## config.mk

```make
export PLATFORM = sky130hd
export DESIGN_NAME = bcsr_math
export DESIGN_NICKNAME = d
export VERILOG_FILES = /design/src/rtl/bcsr_pkg.sv /design/src/rtl/bcsr_math.sv
export SDC_FILE = /design/constraint.sdc
export NUM_CORES = 2
export LEC_CHECK = 0
export ABC_AREA = 1
export BUFFER_PORTS_ARGS = -buffer_cell sky130_fd_sc_hd__buf_2
export CAP_MARGIN = 20
export CORE_MARGIN = 2
export CORE_UTILIZATION = 35
export DETAILED_ROUTE_END_ITERATION = 8
export GPL_ROUTABILITY_DRIVEN = 0
export SLEW_MARGIN = 15
export SYNTH_ARGS = -nofsm -noshare
export SYNTH_HDL_FRONTEND = slang
export SYNTH_SLANG_ARGS = --single-unit
```

## constraint.sdc

```tcl
create_clock -name clk -period 5.9 [get_ports clk]
set_input_delay 0.59 -clock clk [delete_from_list [all_inputs] [get_ports clk]]
set_output_delay 0.59 -clock clk [all_outputs]
set_load 0.05 [all_outputs]
```

## src/rtl/bcsr_pkg.sv

```systemverilog
// Shared types and constants of the center-surround box response block.
package bcsr_pkg;

  localparam int MAX_HEIGHT = 1024;
  localparam int MAX_SCALE  = 11;
  localparam int ROW_W      = 10;
  localparam int FIFO_DEPTH = 8;
  localparam int FP_W       = 3;

  localparam longint RESP_MAX = 64'sd16777215;
  localparam longint RESP_MIN = -64'sd16777216;

  typedef enum logic [2:0] {
    REG_SCALE   = 3'd0,
    REG_INNER_W = 3'd1,
    REG_OUTER_W = 3'd2,
    REG_WIDTH   = 3'd3,
    REG_HEIGHT  = 3'd4
  } cfg_reg_t;

  // Per-pixel tag that rides along with the arithmetic.
  typedef struct packed {
    logic [9:0] x;
    logic [9:0] y;
    logic       last;
  } ctx_t;

  typedef struct packed {
    logic [24:0] resp;
    ctx_t        ctx;
  } res_t;

endpackage

```

## src/rtl/bcsr_math.sv

```systemverilog
// Weighting pipeline: ring sum, split products, difference, floor shift, saturation.
module bcsr_math
  import bcsr_pkg::*;
(
  input  logic               clk,
  input  logic               rst,
  input  logic               in_valid,
  input  logic signed [33:0] in_outer,
  input  logic signed [33:0] in_inner,
  input  ctx_t               in_ctx,
  input  logic [23:0]        center_gain,
  input  logic [23:0]        surround_gain,
  output logic               out_valid,
  output res_t               out_res
);

  logic [4:0] vld;
  ctx_t       ctx1, ctx2, ctx3, ctx4;

  logic signed [33:0] inner1;
  logic signed [34:0] ring1;
  logic signed [42:0] pi_lo, pr_lo, pr_hi;
  logic signed [41:0] pi_hi;
  logic signed [60:0] vi, vr, v;
  logic signed [52:0] q;

  always_ff @(posedge clk) begin
    if (rst) begin
      vld <= '0;
    end else begin
      vld <= {vld[3:0], in_valid};
    end
  end

  always_ff @(posedge clk) begin
    // stage 1: ring = outer - inner
    inner1 <= in_inner;
    ring1  <= 35'(in_outer) - 35'(in_inner);
    ctx1   <= in_ctx;
    // stage 2: 24-bit weight times low and high halves
    pi_lo  <= $signed({1'b0, center_gain}) * $signed({1'b0, inner1[16:0]});
    pi_hi  <= $signed({1'b0, center_gain}) * $signed(inner1[33:17]);
    pr_lo  <= $signed({1'b0, surround_gain}) * $signed({1'b0, ring1[16:0]});
    pr_hi  <= $signed({1'b0, surround_gain}) * $signed(ring1[34:17]);
    ctx2   <= ctx1;
    // stage 3: recombine halves
    vi     <= (61'(pi_hi) <<< 17) + 61'(pi_lo);
    vr     <= (61'(pr_hi) <<< 17) + 61'(pr_lo);
    ctx3   <= ctx2;
    // stage 4: center minus surround
    v      <= vi - vr;
    ctx4   <= ctx3;
    // stage 5: Q.20 -> Q.12, floor, clamp
    out_res.ctx <= ctx4;
    if (q > RESP_MAX) begin
      out_res.resp <= 25'h0FFFFFF;
    end else if (q < RESP_MIN) begin
      out_res.resp <= 25'h1000000;
    end else begin
      out_res.resp <= q[24:0];
    end
  end

  assign q         = v[60:8];
  assign out_valid = vld[4];

endmodule

```

# Word-level counts from Yosys, hierarchy flattened
# Cells that the tools add are included.
op_classes:
  magnitude_cmp: 2
  n_mux: 1
  mul: 4
  n_addsub: 4
op_table:
  columns: ["operator", "n"]
  rows:
  - ["$mul 24x17->41", 2]
  - ["$add 60x42->61", 1]
  - ["$sub 60x61->61", 1]
  - ["$add 59x42->60", 1]
  - ["$gt 53x25->1 const B", 1]
  - ["$lt 53x25->1 const B", 1]
  - ["$mul 25x18->43", 1]
  - ["$mul 25x17->42", 1]
  - ["$sub 34x34->35", 1]
  - ["$mux 25", 1]
totals:
  out_inout_bits: 47
  register_bits: 553

# Depth between registers and ports, before layout
logic_depth:
  word_depth: 2
  mapped_depth: 29

# Worst setup path before layout
# OpenSTA, ideal clock, no wires.
synth_timing:
  path_type: "input to register"
  start: "input surround_gain[22]"
  end: "register pr_lo[38]"
  t_arrival_ps: 5469
  setup_ps: 112
  cell_stages: 23
  n_path_buf: 2
  setup_slack_ps: 319
  t_required_ps: 5788
  cell_sequence: "clkbuf_1 -> clkbuf_1 -> nand2_1 -> fa_1 -> inv_1 -> fa_1 -> inv_1 -> fa_1 -> inv_1 -> fa_1 -> fa_1 -> inv_1 -> fa_1 -> inv_1 -> ha_1 -> a21oi_1 -> o21ai_0 -> a21oi_1 -> nor2_1 -> nor2_1 -> nand2_1 -> nand2_1 -> nand2_1"
synth_between:
  elab_chain_len: 1
synth_rtl:
  columns: ["element", "line", "rtl"]
  rows:
  - ["start, declared", "bcsr_math.sv:12", "input logic [23:0] surround_gain,"]
  - ["$mul 24x17->41", "bcsr_math.sv:43", "pr_lo <= $signed({1'b0, surround_gain}) * $signed({1'b0, ring1[16:0]});"]
  - ["end signal, assigned", "bcsr_math.sv:43", null]
  - ["end, declared", "bcsr_math.sv:22", "logic signed [42:0] pi_lo, pr_lo, pr_hi;"]
# Every way passes these cells.
# A chain may end at the register's enable or synchronous reset.

# Worst setup path in the final report
layout_timing:
  start: "register inner1[33]"
  end: "register pi_hi[35]"
layout_between:
  elab_chain_len: 1
layout_rtl:
  columns: ["element", "line", "rtl"]
  rows:
  - ["start, declared", "bcsr_math.sv:20", "logic signed [33:0] inner1;"]
  - ["start signal, assigned", "bcsr_math.sv:37", "inner1 <= in_inner;"]
  - ["$mul 25x17->42", "bcsr_math.sv:42", "pi_hi <= $signed({1'b0, center_gain}) * $signed(inner1[33:17]);"]
  - ["end signal, assigned", "bcsr_math.sv:42", null]
  - ["end, declared", "bcsr_math.sv:23", "logic signed [41:0] pi_hi;"]
# Every way passes these cells.

==> metrics.txt <==
Buf/Inv on CP 7; Syn-to-layout area delta 13.36%; CTS tree yes; Yosys cell types 42; status finished, final reports clean; sequential area share after synthesis 13.37%; Post-DRT Antenna Nets 0; CP startpoint kind flop; fin crit share 95.98%; CTS clock-pin slew for the worst setup and hold paths 0.06 ns; Total GRT Usage 20.98%; fin nets 13850; Slew headroom 39.60%; I/O Buffers 186; Worst Tran Pin Value 0.9054 ns; first-pass GRT wire length 389700 um; drt wl/cell 16.55 um; post-route insts no fill 14810; CP max FO 11; CP delay by family, top adder cells; RSZ-0062 raised after global routing false; chip width 486.9 um; Core ar. 0.2323 sq mm; Most Frequent Cell on Critical Path inv_1; storage element area 0.01093 sq mm; Vias 68670; cell count after placement 14670; Syn Nets 13360; Initial Utilization 35.13%; Yosys top cell by area fa_1; Crit. End Element flop; CTS H-tree lvls 2; Design Area, Final 0.09251 sq mm; max cap viols 0; 1st-pass router iterations 6; synthesized netlist cell count 11220; Min Hold Slack 0.04292 ns; Hold Crit Class in -> reg; Sink Count 545; syn avg cell area 7.273 sq um; # DRC 0; top-area cell type share of the netlist area 32.92%; worst endpoint required time 6.48 ns; TritonCTS buffer count 57; fill count 24010; Routed Wire Length 245000 um; initial DRC count 5459; Seq cells post-synth 545; Hold Fails Final Rpt 0; asr flop ratio synth 0%; deepest clock path buffer count 3; top cells by area, synth fa_1 33%, nand2_1 16%, inv_1 14%; post-DR vias/cell 4.638; Primary FF master, synth dfxtp_1; num rows 177; critical path type reg -> reg; fin. max-slew vios 0; Crit path largest cell delay 0.50 ns; Post-synth EDFFs 0; Placed Area 0.09010 sq mm; Final Skew 0.06103 ns; setup violators final 0; Fmax 176.6 MHz; Clock Tree Root clkbuf_16; hpwl dp 213000 um; full die area 0.2370 sq mm; slowest CP cell fa_1; yosys warns 0; Die H 486.9 um; Data arrival, critical path 6.24 ns; area of the multi-input gates 0.05782 sq mm; number of global-route vias before repair 69180; largest net degree at the start of global routing 30; worst-skew pair later-pin latency 0.73 ns; ratio of cells with drive above 1 in the final layout 8.478%; GRT Residual Overflow 0; Final min period 5.663 ns; Ports 187; initial antenna violation count 9; synthesized area 0.08161 sq mm; crit-path cells inv_1, buf_4, or2_2, fa_1, inv_1, fa_1, inv_1, fa_1, fa_1, inv_1, fa_1, ha_1, ha_1, nand2_1, nor2_1, inv_1, nor2_1, inv_1, nor2_1, nor2_1, nand3_1, nand2_1
==> state kept, by name, summed over array words and instances, names as in the netlist <==
| name | cells |
|---|---|
| pi_lo | 41 |
| out_res | 46 |
| pr_hi | 43 |
| ctx1 | 21 |
| v | 53 |
| pr_lo | 41 |
| vi | 60 |
| ring1 | 35 |
| vr | 61 |
| vld | 5 |
| ctx3 | 21 |
| inner1 | 34 |
| pi_hi | 42 |
| ctx2 | 21 |
| ctx4 | 21 |
==> layout by cell type, fill, tap and decap left out, drive strengths merged, types with 32 or more instances in the layout <==
| cell type | count |
|---|---|
| o21ai | 164 |
| dfxtp | 545 |
| nand2 | 3477 |
| nand4 | 69 |
| buf | 740 |
| inv | 3104 |
| a21oi | 334 |
| xnor2 | 44 |
| ha | 658 |
| nand3 | 305 |
| xor2 | 134 |
| clkbuf | 69 |
| nor3 | 55 |
| o21bai | 32 |
| fa | 1342 |
| nor2 | 536 |
==> cell type report <==
cell class | count | area share [%]
sequential | 545 | 11.82
antenna | 3 | 0.008115
timing repair buffer | 767 | 6.727
clock inverter | 38 | 0.6127
multi-input combinational | 7242 | 62.50
clock buffer | 69 | 1.645
inverter | 3099 | 12.57
tap | 3043 | 4.116
==> logic make-up (layout without fill, tap and decap cells) <==
kind of cell | after synthesis | after routing | synth area share, %
DFF | 545 | 545 | 13.37
AOI/OAI and AO/OA | 567 | 567 | 3.787
other | 0 | 3 | 0
adders and majority gates | 2000 | 2000 | 43.01
buffers and inverters | 3434 | 3973 | 15.80
and+or+nand+nor | 4497 | 4497 | 22.12
xor gates and xnor gates | 178 | 178 | 1.910
==> routing by layer <==
metal  track usage [%]  share of wire (%)  up-vias  wire [um]
met5                 0              0.021        -         51
met4             6.342                3.5        8       8604
met3             2.604                7.0      357      17150
met2             32.94                 43     2361     106400
met1             30.07                 46    32740     112800
li1                  -                  -    33210          -
==> synth_stat cells, types with 16 or more instances <==
| cell | n |
|---|---|
| nand2_1 | 3462 |
| inv_1 | 3092 |
| fa_1 | 1342 |
| ha_1 | 658 |
| dfxtp_1 | 545 |
| nor2_1 | 510 |
| clkbuf_1 | 330 |
| a21oi_1 | 327 |
| nand3_1 | 278 |
| o21ai_0 | 150 |
| xor2_1 | 134 |
| nand4_1 | 69 |
| xnor2_1 | 44 |
| nor3_1 | 35 |
| o21bai_1 | 29 |
| nand3_2 | 27 |
| nor2_2 | 22 |
| nor3_2 | 18 |
| or2_2 | 18 |
| nor4_1 | 16 |
==> through the flow <==
step	setup WS, ns	TNS (ns)	utilization [%]
finish	0.2371	0	39.82
global route	0.001508	0	39.82
CTS	0.07542	0	39.80
detailed placement	-0.1389	-1.863	38.79
global placement	-0.1184	-1.027	38.79
floorplan	0.3191	0	-
==> timing repair <==
| item | 4_1_cts | 5_1_grt |
|---|---|---|
| hold endpoints to repair | 27 | 0 |
| hold buffers | 27 | 0 |
| endpoints found under the setup margin | 0 | 45 |
| buffers inserted | 0 | 0 |
| resized for setup | 0 | 21 |
==> final timing paths <==
path	startpoint	end	slack [ns]	cells past startpoint
worst max-delay path	inner1[33]	pi_hi[35]	0.24	22
worst min-delay path	in_inner[13]	inner1[13]	0.04	1
worst max register to register	inner1[33]	pi_hi[35]	0.24	22
worst min register to register	pi_lo[1]	vi[1]	0.28	0
Power is left out: the tool's default activity adds up to more than one toggle a clock period on the data nets, which glitch-free logic cannot reach.
